File: src/sv/mtpe_pkg.sv
`timescale 1ns / 1ps
// Package for the memory test pattern engine: sizes, codes and shared types.
// Used by mtpe_seq, memory_test_pattern_engine_core, mtpe_checker and tb.
package mtpe_pkg;

    localparam int DATA_BUS_BITS    = 32;
    localparam int MAX_REGION_LOG2  = 26;
    localparam int MIN_REGION_LOG2  = 3;
    localparam int INTEGRITY_STRIDE = 15;
    // index counters hold offsets up to twice the largest region
    localparam int IDX_W = MAX_REGION_LOG2 + 2;

    localparam logic [31:0] PAT_A = 32'hAAAA_AAAA;
    localparam logic [31:0] PAT_5 = 32'h5555_5555;

    localparam logic [1:0] KIND_WRITE = 2'd0;
    localparam logic [1:0] KIND_READ  = 2'd1;
    localparam logic [1:0] KIND_PASS  = 2'd2;
    localparam logic [1:0] KIND_FAIL  = 2'd3;

    localparam logic OP_START = 1'b0;
    localparam logic OP_RESP  = 1'b1;

    localparam logic [1:0] TEST_WALK   = 2'd0;
    localparam logic [1:0] TEST_ADDR   = 2'd1;
    localparam logic [1:0] TEST_ENERGY = 2'd2;
    localparam logic [1:0] TEST_INTEG  = 2'd3;

    localparam logic [1:0] REG_TEST_SELECT = 2'd0;
    localparam logic [1:0] REG_BASE        = 2'd1;
    localparam logic [1:0] REG_LOG2        = 2'd2;
    localparam logic [1:0] REG_SEED        = 2'd3;

    typedef enum logic [2:0] {
        PH_IDLE   = 3'b001,
        PH_WRITE  = 3'b010,
        PH_VERIFY = 3'b100
    } phase_t;

    typedef struct packed {
        phase_t           phase;
        logic [IDX_W-1:0] outer;
        logic [IDX_W-1:0] inner;
        logic [3:0]       pass_num;
        logic [3:0]       stride;
    } seq_state_t;

    typedef struct packed {
        logic [1:0]  test;
        logic [31:0] base;
        logic [4:0]  log2;
        logic [6:0]  seed;
    } run_cfg_t;

    typedef struct packed {
        logic [1:0]  kind;
        logic [31:0] address;
        logic [31:0] data;   // write data, or expected value of a read
        logic        word;
    } req_t;

endpackage

File: src/sv/mtpe_seq.sv
`timescale 1ns / 1ps
// Next-request logic: from the test position and run configuration, the next
// memory request or pass report and the advanced position. Uses mtpe_pkg.
module mtpe_seq import mtpe_pkg::*; (
    input  seq_state_t st,
    input  run_cfg_t   cfg,
    output seq_state_t nxt,
    output req_t       req
);

    logic [IDX_W-1:0] mem;
    logic [IDX_W-1:0] count_e;
    logic [IDX_W-1:0] words;
    logic [IDX_W-1:0] j2;
    logic [IDX_W-1:0] o2;
    logic [4:0]       p1;
    logic [31:0]      n32;

    function automatic logic [IDX_W-1:0] npow(input logic [IDX_W-1:0] x);
        npow = (x == '0) ? IDX_W'(1) : (x << 1);
    endfunction

    function automatic logic [31:0] woff(input logic [IDX_W-1:0] x);
        woff = 32'(x) << 2;
    endfunction

    always_comb begin
        mem     = IDX_W'(1) << cfg.log2;
        count_e = mem >> 3;
        words   = mem >> 2;
        j2      = npow(st.inner);
        o2      = npow(st.outer);
        p1      = {1'b0, st.pass_num} + 5'd1;
        n32     = 32'(st.inner) + 32'd1;
        nxt     = st;
        req     = '{kind: KIND_PASS, address: 32'd0, data: 32'd0, word: 1'b0};

        case (cfg.test)
            TEST_WALK: begin
                if (st.inner < IDX_W'(DATA_BUS_BITS)) begin
                    req = '{kind: (st.phase == PH_WRITE) ? KIND_WRITE : KIND_READ,
                            address: cfg.base + woff(st.inner),
                            data: 32'd1 << st.inner[4:0], word: 1'b1};
                    nxt.inner = st.inner + IDX_W'(1);
                end else if (st.phase == PH_WRITE) begin
                    nxt.phase = PH_VERIFY;
                    nxt.inner = IDX_W'(1);
                    req = '{kind: KIND_READ, address: cfg.base, data: 32'd1, word: 1'b1};
                end else begin
                    nxt.phase = PH_IDLE;
                end
            end
            TEST_ADDR: begin
                if (st.phase == PH_WRITE) begin
                    if (st.inner < mem) begin
                        req = '{kind: KIND_WRITE, address: cfg.base + 32'(st.inner),
                                data: 32'(cfg.seed), word: 1'b0};
                        nxt.inner = j2;
                    end else begin
                        // invert the byte at the offset under test
                        nxt.phase = PH_VERIFY;
                        nxt.inner = '0;
                        req = '{kind: KIND_WRITE, address: cfg.base + 32'(st.outer),
                                data: {24'd0, ~{1'b0, cfg.seed}}, word: 1'b0};
                    end
                end else if (st.inner < mem && st.inner != st.outer) begin
                    req = '{kind: KIND_READ, address: cfg.base + 32'(st.inner),
                            data: 32'(cfg.seed), word: 1'b0};
                    nxt.inner = j2;
                end else if (st.inner < mem && j2 < mem) begin
                    // skip the inverted offset
                    req = '{kind: KIND_READ, address: cfg.base + 32'(j2),
                            data: 32'(cfg.seed), word: 1'b0};
                    nxt.inner = npow(j2);
                end else begin
                    nxt.outer = o2;
                    if (o2 < mem) begin
                        nxt.phase = PH_WRITE;
                        nxt.inner = IDX_W'(1);
                        req = '{kind: KIND_WRITE, address: cfg.base,
                                data: 32'(cfg.seed), word: 1'b0};
                    end else begin
                        nxt.phase = PH_IDLE;
                    end
                end
            end
            TEST_ENERGY: begin
                if (st.inner < count_e) begin
                    req.kind = (st.phase == PH_WRITE) ? KIND_WRITE : KIND_READ;
                    req.word = 1'b1;
                    if (st.stride == 4'd0) begin
                        req.address = cfg.base + woff(st.inner);
                        req.data    = n32;
                        nxt.stride  = 4'd1;
                    end else begin
                        req.address = cfg.base + 32'(mem) - 32'd4 - woff(st.inner);
                        req.data    = ~n32;
                        nxt.stride  = 4'd0;
                        nxt.inner   = st.inner + IDX_W'(1);
                    end
                end else if (st.phase == PH_WRITE) begin
                    nxt.phase  = PH_VERIFY;
                    nxt.inner  = '0;
                    nxt.stride = 4'd1;
                    req = '{kind: KIND_READ, address: cfg.base, data: 32'd1, word: 1'b1};
                end else begin
                    nxt.phase = PH_IDLE;
                end
            end
            default: begin
                if (st.phase == PH_WRITE) begin
                    if (st.inner < words) begin
                        req = '{kind: KIND_WRITE, address: cfg.base + woff(st.inner),
                                data: (st.stride == 4'd0) ? PAT_A : PAT_5, word: 1'b1};
                        nxt.inner  = st.inner + IDX_W'(1);
                        nxt.stride = (5'(st.stride) + 5'd1 >= 5'(INTEGRITY_STRIDE)) ?
                                     4'd0 : st.stride + 4'd1;
                    end else begin
                        nxt.phase = PH_VERIFY;
                        nxt.inner = IDX_W'(st.pass_num) + IDX_W'(INTEGRITY_STRIDE);
                        req = '{kind: KIND_READ,
                                address: cfg.base + woff(IDX_W'(st.pass_num)),
                                data: PAT_A, word: 1'b1};
                    end
                end else if (st.inner < words) begin
                    req = '{kind: KIND_READ, address: cfg.base + woff(st.inner),
                            data: PAT_A, word: 1'b1};
                    nxt.inner = st.inner + IDX_W'(INTEGRITY_STRIDE);
                end else begin
                    nxt.pass_num = p1[3:0];
                    // passes past the top word are empty, so the run ends there
                    if (p1 < 5'(INTEGRITY_STRIDE) && IDX_W'(p1) < words) begin
                        nxt.phase  = PH_WRITE;
                        nxt.inner  = IDX_W'(p1) + IDX_W'(1);
                        nxt.stride = 4'd1;
                        req = '{kind: KIND_WRITE, address: cfg.base + woff(IDX_W'(p1)),
                                data: PAT_A, word: 1'b1};
                    end else begin
                        nxt.phase = PH_IDLE;
                    end
                end
            end
        endcase
    end

endmodule

File: src/sv/memory_test_pattern_engine_core.sv
`timescale 1ns / 1ps
// Memory test pattern engine top level: handshake, configuration, run state,
// read-back check and output register. Uses mtpe_pkg and mtpe_seq.
// Each accepted item's result is registered in the output register in the next cycle.
// Throughput: one item per cycle; each response yields the next request from
// counters in a single pass, and the output register frees s_tready while m_tready is high.
// Reset (aresetn low, synchronous) idles the run and restores the registers.
module memory_test_pattern_engine_core import mtpe_pkg::*; (
    input  logic         aclk,
    input  logic         aresetn,
    input  logic         cfg_wr_en,
    input  logic [1:0]   cfg_index,
    input  logic [31:0]  cfg_wdata,
    input  logic         s_tvalid,
    output logic         s_tready,
    input  logic [31:0]  s_tdata,   // [31:0] read_data
    input  logic         s_tuser,   // [0] op
    output logic         m_tvalid,
    input  logic         m_tready,
    // [31:0] address, [63:32] write_data, [64] word_access, [96:65] expected,
    // [128:97] found, [135:129] zero
    output logic [135:0] m_tdata,
    output logic [1:0]   m_tuser,   // [1:0] kind
    output logic         m_tlast
);

    logic [1:0]  test_sel_reg;
    logic [31:0] base_reg;
    logic [4:0]  log2_reg;
    logic [6:0]  seed_reg;
    run_cfg_t    run_reg, run_next;
    seq_state_t  st_reg, st_next, seq_in, seq_out;
    req_t        req;
    logic        pend_reg, pend_next;
    logic        pend_word_reg, pend_word_next;
    logic [31:0] pend_addr_reg, pend_addr_next;
    logic [31:0] pend_exp_reg, pend_exp_next;
    logic        out_valid_reg, out_valid_next;
    logic [135:0] out_data_reg, out_data_next;
    logic [1:0]  out_kind_reg, out_kind_next;
    logic        accept, start;
    logic [31:0] found;
    logic [4:0]  sat_log2;

    assign s_tready = !out_valid_reg || m_tready;
    assign accept   = s_tvalid && s_tready;
    assign start    = (s_tuser == OP_START);
    assign m_tvalid = out_valid_reg;
    assign m_tdata  = out_data_reg;
    assign m_tuser  = out_kind_reg;
    assign m_tlast  = (out_kind_reg == KIND_PASS) || (out_kind_reg == KIND_FAIL);

    always_comb begin
        sat_log2 = log2_reg;
        if (log2_reg < 5'(MIN_REGION_LOG2)) sat_log2 = 5'(MIN_REGION_LOG2);
        if (log2_reg > 5'(MAX_REGION_LOG2)) sat_log2 = 5'(MAX_REGION_LOG2);
    end

    always_comb begin
        run_next = run_reg;
        seq_in   = st_reg;
        if (start) begin
            run_next = '{test: test_sel_reg, base: base_reg, log2: sat_log2, seed: seed_reg};
            seq_in   = '{phase: PH_WRITE, outer: '0, inner: '0, pass_num: 4'd0, stride: 4'd0};
        end
    end

    mtpe_seq u_seq (
        .st  (seq_in),
        .cfg (run_next),
        .nxt (seq_out),
        .req (req)
    );

    assign found = pend_word_reg ? s_tdata : {24'd0, s_tdata[7:0]};

    always_comb begin
        st_next        = st_reg;
        pend_next      = pend_reg;
        pend_word_next = pend_word_reg;
        pend_addr_next = pend_addr_reg;
        pend_exp_next  = pend_exp_reg;
        out_valid_next = out_valid_reg && !m_tready;
        out_data_next  = out_data_reg;
        out_kind_next  = out_kind_reg;
        if (accept && (start || st_reg.phase != PH_IDLE)) begin
            out_valid_next = 1'b1;
            if (!start && pend_reg && found != pend_exp_reg) begin
                // first mismatch ends the run
                st_next       = st_reg;
                st_next.phase = PH_IDLE;
                pend_next     = 1'b0;
                out_kind_next = KIND_FAIL;
                out_data_next = {7'd0, found, pend_exp_reg, pend_word_reg, 32'd0,
                                 pend_addr_reg};
            end else begin
                st_next        = seq_out;
                out_kind_next  = req.kind;
                pend_next      = (req.kind == KIND_READ);
                pend_word_next = req.word;
                pend_addr_next = req.address;
                pend_exp_next  = req.data;
                case (req.kind)
                    KIND_WRITE: out_data_next = {7'd0, 32'd0, 32'd0, req.word, req.data,
                                                 req.address};
                    KIND_READ:  out_data_next = {7'd0, 32'd0, 32'd0, req.word, 32'd0,
                                                 req.address};
                    default:    out_data_next = '0;
                endcase
            end
        end
    end

    always_ff @(posedge aclk) begin
        if (!aresetn) begin
            test_sel_reg  <= TEST_WALK;
            base_reg      <= 32'd0;
            log2_reg      <= 5'(MAX_REGION_LOG2);
            seed_reg      <= 7'd0;
            run_reg       <= '{test: TEST_WALK, base: 32'd0, log2: 5'(MIN_REGION_LOG2),
                               seed: 7'd0};
            st_reg        <= '{phase: PH_IDLE, outer: '0, inner: '0, pass_num: 4'd0,
                               stride: 4'd0};
            pend_reg      <= 1'b0;
            out_valid_reg <= 1'b0;
        end else begin
            if (cfg_wr_en) begin
                case (cfg_index)
                    REG_TEST_SELECT: test_sel_reg <= cfg_wdata[1:0];
                    REG_BASE:        base_reg     <= cfg_wdata;
                    REG_LOG2:        log2_reg     <= cfg_wdata[4:0];
                    REG_SEED:        seed_reg     <= cfg_wdata[6:0];
                    default:         ;
                endcase
            end
            if (accept) run_reg <= run_next;
            st_reg        <= st_next;
            pend_reg      <= pend_next;
            out_valid_reg <= out_valid_next;
        end
    end

    always_ff @(posedge aclk) begin
        pend_word_reg <= pend_word_next;
        pend_addr_reg <= pend_addr_next;
        pend_exp_reg  <= pend_exp_next;
        out_data_reg  <= out_data_next;
        out_kind_reg  <= out_kind_next;
    end

`ifndef SYNTHESIS
    // a response while idle produces nothing
    a_idle_resp: assert property (@(posedge aclk) disable iff (!aresetn)
        accept && s_tuser == OP_RESP && st_reg.phase == PH_IDLE |=> !m_tvalid)
        else $error("result produced for response while idle");

    // a final report leaves the run idle with no check pending
    a_end_idle: assert property (@(posedge aclk) disable iff (!aresetn)
        accept && out_valid_next && (out_kind_next == KIND_PASS ||
        out_kind_next == KIND_FAIL) |=> st_reg.phase == PH_IDLE && !pend_reg)
        else $error("run not idle after final report");

    // a check is pending after every read request
    a_pend_read: assert property (@(posedge aclk) disable iff (!aresetn)
        accept && out_valid_next && out_kind_next == KIND_READ |=> pend_reg)
        else $error("read issued without pending check");
`endif

endmodule

File: config.mk
export PLATFORM = sky130hd
export DESIGN_NAME = memory_test_pattern_engine_core
export DESIGN_NICKNAME = d
export VERILOG_FILES = /design/src/sv/mtpe_pkg.sv /design/src/sv/mtpe_seq.sv /design/src/sv/memory_test_pattern_engine_core.sv
export SDC_FILE = /design/constraint.sdc
export NUM_CORES = 2
export LEC_CHECK = 0
export ABC_CLOCK_PERIOD_IN_PS = 9480
export BUFFER_PORTS_ARGS = -buffer_cell sky130_fd_sc_hd__buf_2
export CORE_ASPECT_RATIO = 1.75
export CORE_MARGIN = 5
export CORE_UTILIZATION = 30
export DETAILED_ROUTE_END_ITERATION = 8
export PLACE_DENSITY = 0.49
export SKIP_CTS_REPAIR_TIMING = 1
export SLEW_MARGIN = 20
export SYNTH_ARGS = -nofsm -noshare
export SYNTH_HDL_FRONTEND = slang
export SYNTH_SLANG_ARGS = --single-unit
File: constraint.sdc
create_clock -name aclk -period 9.48 [get_ports aclk]
set_input_delay 1.422 -clock aclk [delete_from_list [all_inputs] [get_ports aclk]]
set_output_delay 1.422 -clock aclk [all_outputs]
set_load 0.05 [all_outputs]
# Word-level counts from Yosys, hierarchy flattened
# Index checks and enable logic that the tools add are counted.
[totals]
ff_bits = 364
input_bits = 72
output_inout_bits = 141
[op_classes]
add_sub_neg = 17
order_cmp = 11
eq_ne = 12
shift = 2
muxes = 70
bitwise = 4
n_reduce_logical = 27
[op_table]
columns = ["cell", "n"]
rows = [
  ["67-bit two-way mux", 12],
  ["28-bit two-way mux", 19],
  ["67-bit one-hot mux with 3 select lines", 1],
  ["65-bit one-hot mux with 2 select lines", 1],
  ["129-bit two-way mux", 1],
  ["32-bit by 28-bit adder with 32-bit output", 4],
  ["28-bit logical NOT", 3],
  ["28-bit less-than comparator", 3],
  ["28-bit one-hot mux with 3 select lines", 1],
  ["66-bit two-way mux", 1],
  ["65-bit two-way mux", 1],
  ["32-bit two-way mux", 2],
  ["64-bit two-way mux", 1],
  ["31-bit two-way mux", 2],
  ["46-bit two-way mux", 1],
  ["32-bit by 30-bit adder with 32-bit output", 1],
  ["32-bit by 6-bit adder with 32-bit output", 1],
  ["32-bit by 7-bit adder with 32-bit output", 1],
  ["4-bit two-way mux", 8],
  ["32-bit != test", 1],
  ["32-bit NOT", 1],
  ["1-bit by 5-bit << shifter with 32-bit output, first input constant", 1],
  ["32-bit by 3-bit subtractor with 32-bit output, second input constant", 1],
  ["32-bit by 30-bit subtractor with 32-bit output", 1],
  ["38 further kinds", 74],
]

# Logic depth before layout (Yosys ltp)
[logic_depth]
word_depth = 14
mapped_depth = 33

# Hierarchy
# From an unflattened synthesis, not the netlist that was laid out.
[hier_totals]
hier_cells = 4643
hier_area_um2 = 37085.6
[by_module_without_submodules]
columns = ["mod", "instances", "cells_per_inst", "area_per_inst_um2", "seq_area_each_um2"]
rows = [
  ["mtpe_seq", 1, 3323, 22018.6, 0.0],
  ["memory_test_pattern_engine_core", 1, 1320, 15067.0, 9108.7],
]

# Worst setup path before layout
# Ideal clock, no wire load.
[synth_path]
kind = "input-to-reg"
from = "input s_tuser"
to = "register st_reg[0] (netlist bit)"
t_arrival_ns = 8.238
required_ns = 9.385
path_slack_ns = 1.147
stages = 17
n_path_buf = 9
path_cell_list = "buf_6 -> buf_6 -> buf_6 -> buf_8 -> buf_8 -> buf_12 -> buf_6 -> nand2_1 -> nor3_1 -> nand2b_1 -> inv_1 -> nand2b_1 -> inv_1 -> clkbuf_1 -> clkbuf_1 -> o21ai_0 -> a21oi_1"
[synth_between]
elab_chain_len = 8
word_cells_on_any_way = 34
[synth_lines]
columns = ["element", "line_no", "rtl"]
rows = [
  ["start, declared", "memory_test_pattern_engine_core.sv:17", "input logic s_tuser,"],
  ["67-bit two-way mux or 46-bit two-way mux (tied branches)", "memory_test_pattern_engine_core.sv:62", "if (start) begin"],
  ["4-bit by 1-bit adder with 5-bit output or 1-bit by 5-bit << shifter with 28-bit output (tied branches)", "mtpe_seq.sv:33, mtpe_seq.sv:28", ""],
  ["5-bit by 26-bit less-than comparator with 1-bit output or 5-bit by 4-bit less-than comparator with 1-bit output (tied branches)", "mtpe_seq.sv:132", "if (p1 < 5'(INTEGRITY_STRIDE) && IDX_W'(p1) < words) begin"],
  ["1-bit logical AND", "mtpe_seq.sv:132", ""],
  ["4-bit two-way mux", "mtpe_seq.sv:132", ""],
  ["8-bit two-way mux", "mtpe_seq.sv:125", "end else if (st.inner < words) begin"],
  ["4-bit two-way mux", "mtpe_seq.sv:111", "if (st.phase == PH_WRITE) begin"],
  ["4-bit one-hot mux with 2 select lines", "mtpe_seq.sv:38", "case (cfg.test)"],
  ["end signal, assigned", "memory_test_pattern_engine_core.sv:122", "st_reg <= '{phase: PH_IDLE, outer: '0, inner: '0, pass_num: 4'd0,"],
  ["end signal, assigned", "memory_test_pattern_engine_core.sv:137", "st_reg <= st_next;"],
  ["end, declared", "memory_test_pattern_engine_core.sv:32", "seq_state_t st_reg, st_next, seq_in, seq_out;"],
]
# Several ways; a longest one is shown, not always the timed one.
# A chain may end at the register's enable or synchronous reset.

# Worst setup path after layout
[layout_path]
from = "input s_tuser"
to = "register out_data_reg[31] (netlist: m_tdata[31]), data pin"
[layout_between]
elab_chain_len = 12
word_cells_on_any_way = 55
[layout_lines]
columns = ["element", "line_no", "rtl"]
rows = [
  ["parallel branches: the longest is 11 deep, another holds 32-bit by 28-bit adder with 32-bit output", "--", ""],
  ["129-bit two-way mux (*)", "memory_test_pattern_engine_core.sv:88", "if (!start && pend_reg && found != pend_exp_reg) begin"],
  ["end signal, assigned", "memory_test_pattern_engine_core.sv:147", "out_data_reg <= out_data_next;"],
  ["end, declared", "memory_test_pattern_engine_core.sv:39", "logic [135:0] out_data_reg, out_data_next;"],
]
# Mark *: on every way between the ends.

==> impl_metrics.toml <==
[layout]
final_util = 0.3425
drive_above_1_share = 0.1239
area_growth_pct = 13.33
largest_reg_flops = 129
nNetsFinal = 5086

[power_and_ir_drop]
p_leak_nw = 17.22
power_density_nw_per_um2 = 157.8
peakVddDrop_v = 0.0001290
power_switching_mw = 2.996
power_frac_comb = 0.456
p_int_mw = 3.409
total_power_mw = 6.404
pwr-share-seq = 0.287
clkPwrFrac = 0.257
swShare = 0.4678

[timing]
finalCriticalPeriod_ns = 8.048
hold_violations = 0
slew-limit-headroom = 0.1163
finalSetupViolations = 0
fmax_mhz = 124.3
rsz0062_at_grt = "false"
fin_skew_ns = 0.03702
slew_viol_final = 0
worst_pin_slew_ns = 1.289
finalSetupTns_ns = 0
timing.final.crit_share = 0.8489

[critical_path]
crit_fanout = 90
worst_ep_required_time_ns = 9.85
critPathLaunch = "s_tuser"
setup.worst_path.start_class = "input pin"
cp_common_cell = "buf_4"
critPathSlowestCell = "buf_4"
path_class = "input pin to flip-flop"
critPathTopFamily = "buffers and inverters"
worst_setup_path_end_kind = "flip-flop"
crit_chain = "buf_6 -> buf_4 -> mux2i_1 -> ha_1 -> inv_1 -> fa_1 -> ha_1 -> and3_1 -> and3_1 -> a211oi_1 -> buf_4 -> a21o_1 -> a21oi_1 -> o21ba_2 -> a2111oi_2 -> buf_4 -> mux2i_1 -> or4b_1 -> a31oi_1 -> o31ai_1"
cp.arrival_ns = 8.42
r2r_start = "log2_reg[3]$_SDFFE_PN1P_"
crit_buf_inv = 5
cpPeakStageDelay_ns = 0.67

[synthesis]
synth-edff-count = 196
yosysSeqAreaShare = 0.2544
synth_area_leader_cell = "edfxtp_1"
yosysWarnings = 0
synth_top_cells_by_count = "nand2_1, a21oi_1, ha_1"
avgSynthCellArea_sq_um = 8.047
synth_area_sq_um = 35800
synth_ff_type = "edfxtp_1"
yosys.cell_types.count = 113
ys_async_sr_fraction = 0
synth.top_cell.area_share = 0.1644
synthTopCellsByArea = "edfxtp_1, ha_1, dfxtp_1, a21oi_1, nand2_1"
ys_ff_latch = 357
syn_inst = 4449
synth_most_common_cell = "nand2_1"

[cts]
clock_sink_count = 357
cts-root-buf = "clkbuf_16"
numCtsBuffers = 39
clkTransAtPathRegs_ns = 0.07
htree_num_levels = 2
insertion_delay_ns = 0.64
cts_tree = "done"
clockBufferDepth = 3

[global_routing]
grt_pass1_vias = 38200
grtUsageTotal = 0.3269
grt_pass1_wl_mm = 296.3
antenna_found_initial = 11
grt_overflow = 0
grt_max_degree = 91

[detailed_routing]
routed_via_density = 6.296
drc = 0
postRouteWirelength_mm = 216.5
ant_nets = 0
via_count = 39069
dr.first_iter.drc_count = 4337
drtPass1Iterations = 7
wl_per_cell_um = 34.89

[floorplan]
core_sq_um = 118500
design.die.area_sq_um = 126600
die_h_um = 467.0
fp-row-count = 167
pin_count = 213
die_w_um = 271.1
initial_core_util = 0.3022

[placed_design]
gp_congestion = 1.099
port_buffers = 205
hpwlAfterDp_mm = 168.6

[outcome]
status = "completed"

[hold_path]
hold_class = "flip-flop to flip-flop"
hold_start = "run_reg[5]$_SDFFE_PN0P_"

[run]
drv_cap = 0
[worst reg2reg max path: cells and delay by family (launching register included)]
kind | cells | cell delay, ns
AND/OR/NAND/NOR | 6 | 1.56
adder cells (fa/ha/maj) | 2 | 0.94
buffers and inverters | 4 | 1.03
AO/OA/AOI/OAI | 9 | 2.74
multiplexers | 1 | 0.08
flip-flops | 1 | 0.54
[logic make-up (layout without fill, tap and decap cells)]
kind of cell	count (synthesis)	count (layout)	share of synthesized area
and+or+nand+nor	1489	1489	0.2023
AOI/OAI and AO/OA	1457	1457	0.2752
buffers and inverters	476	694	0.05497
adders and majority gates	372	372	0.1369
DFF	357	357	0.2544
xor gates and xnor gates	218	218	0.05333
muxes	79	79	0.02272
other	1	18	0.0001047
[path summary, 6_finish.rpt]
check	endpoint	slack (ns)	depth (start not counted)
worst max-delay path	m_tdata[31]$_DFFE_PP_	1.43	20
worst min-delay path	run_reg[5]$_SDFFE_PN0P_	0.45	2
worst max register to register	m_tdata[31]$_DFFE_PP_	2.30	22
worst min register to register	run_reg[5]$_SDFFE_PN0P_	0.45	2
[cell type report]
type	count	area, sq um
timing repair buffer	391	2441
multi-input combinational	3622	24870
sequential	357	9109
antenna	11	27.53
inverter	231	875.8
clock buffer	49	1084
fill	12676	77900
tap	1521	1903
clock inverter	23	260.3
[power by group through the flow]
stage / sequential [mW] / clock, mW / combinational, mW
after global placement: 1.87 / 0 / 2.80
final: 1.84 / 1.64 / 2.92
after global routing: 1.84 / 1.73 / 2.99
after floorplan: 2.01 / 0 / 1.46
after CTS: 1.83 / 1.68 / 2.81
after detailed placement: 1.87 / 0 / 2.80
[cell usage in the layout (no fill, tap or decap), drive strengths merged, types with 30 or more instances in the layout]
cell / netlist / layout
a21oi: 358 / 358
a21o: 74 / 74
nor2: 314 / 314
mux2i: 70 / 70
buf: 78 / 391
dfxtp: 161 / 161
fa: 33 / 33
and3: 69 / 69
o211ai: 58 / 58
a31oi: 61 / 61
nor2b: 82 / 82
ha: 339 / 339
nand2b: 30 / 30
xor2: 54 / 54
o21ai: 291 / 291
a22oi: 55 / 55
xnor2: 164 / 164
clkbuf: 167 / 49
nand2: 481 / 481
inv: 229 / 235
o221ai: 52 / 52
a211oi: 111 / 111
and2: 98 / 98
nand3: 116 / 116
nor3: 99 / 99
a221oi: 49 / 49
edfxtp: 196 / 196
nand4: 72 / 72
o22ai: 34 / 34
nor4: 38 / 38
[per-layer routing]
| metal | wire [um] | track usage |
|---|---|---|
| met1 | 73910 | 0.3443 |
| met2 | 97770 | 0.5331 |
| met3 | 17440 | 0.07047 |
| met4 | 27300 | 0.3209 |
| met5 | 46 | 0.0003814 |
[through the flow]
| stage | hold slack (ns) | instance area (sq um) | setup slack [ns] | cells |
|---|---|---|---|---|
| final | 0.4521 | 40570 | 1.432 | 6205 |
| after global routing | 0.4735 | 40550 | 1.202 | 6195 |
| after CTS | 0.4552 | 40540 | 1.513 | 6193 |
| after detailed placement | 0.4461 | 39190 | 0.8442 | 6121 |
| after global placement | 0.4410 | 39190 | 0.7982 | 6121 |
| after floorplan | 0.4263 | 35820 | 1.147 | 4455 |
No activity file was read; power rests on OpenSTA's default activity.
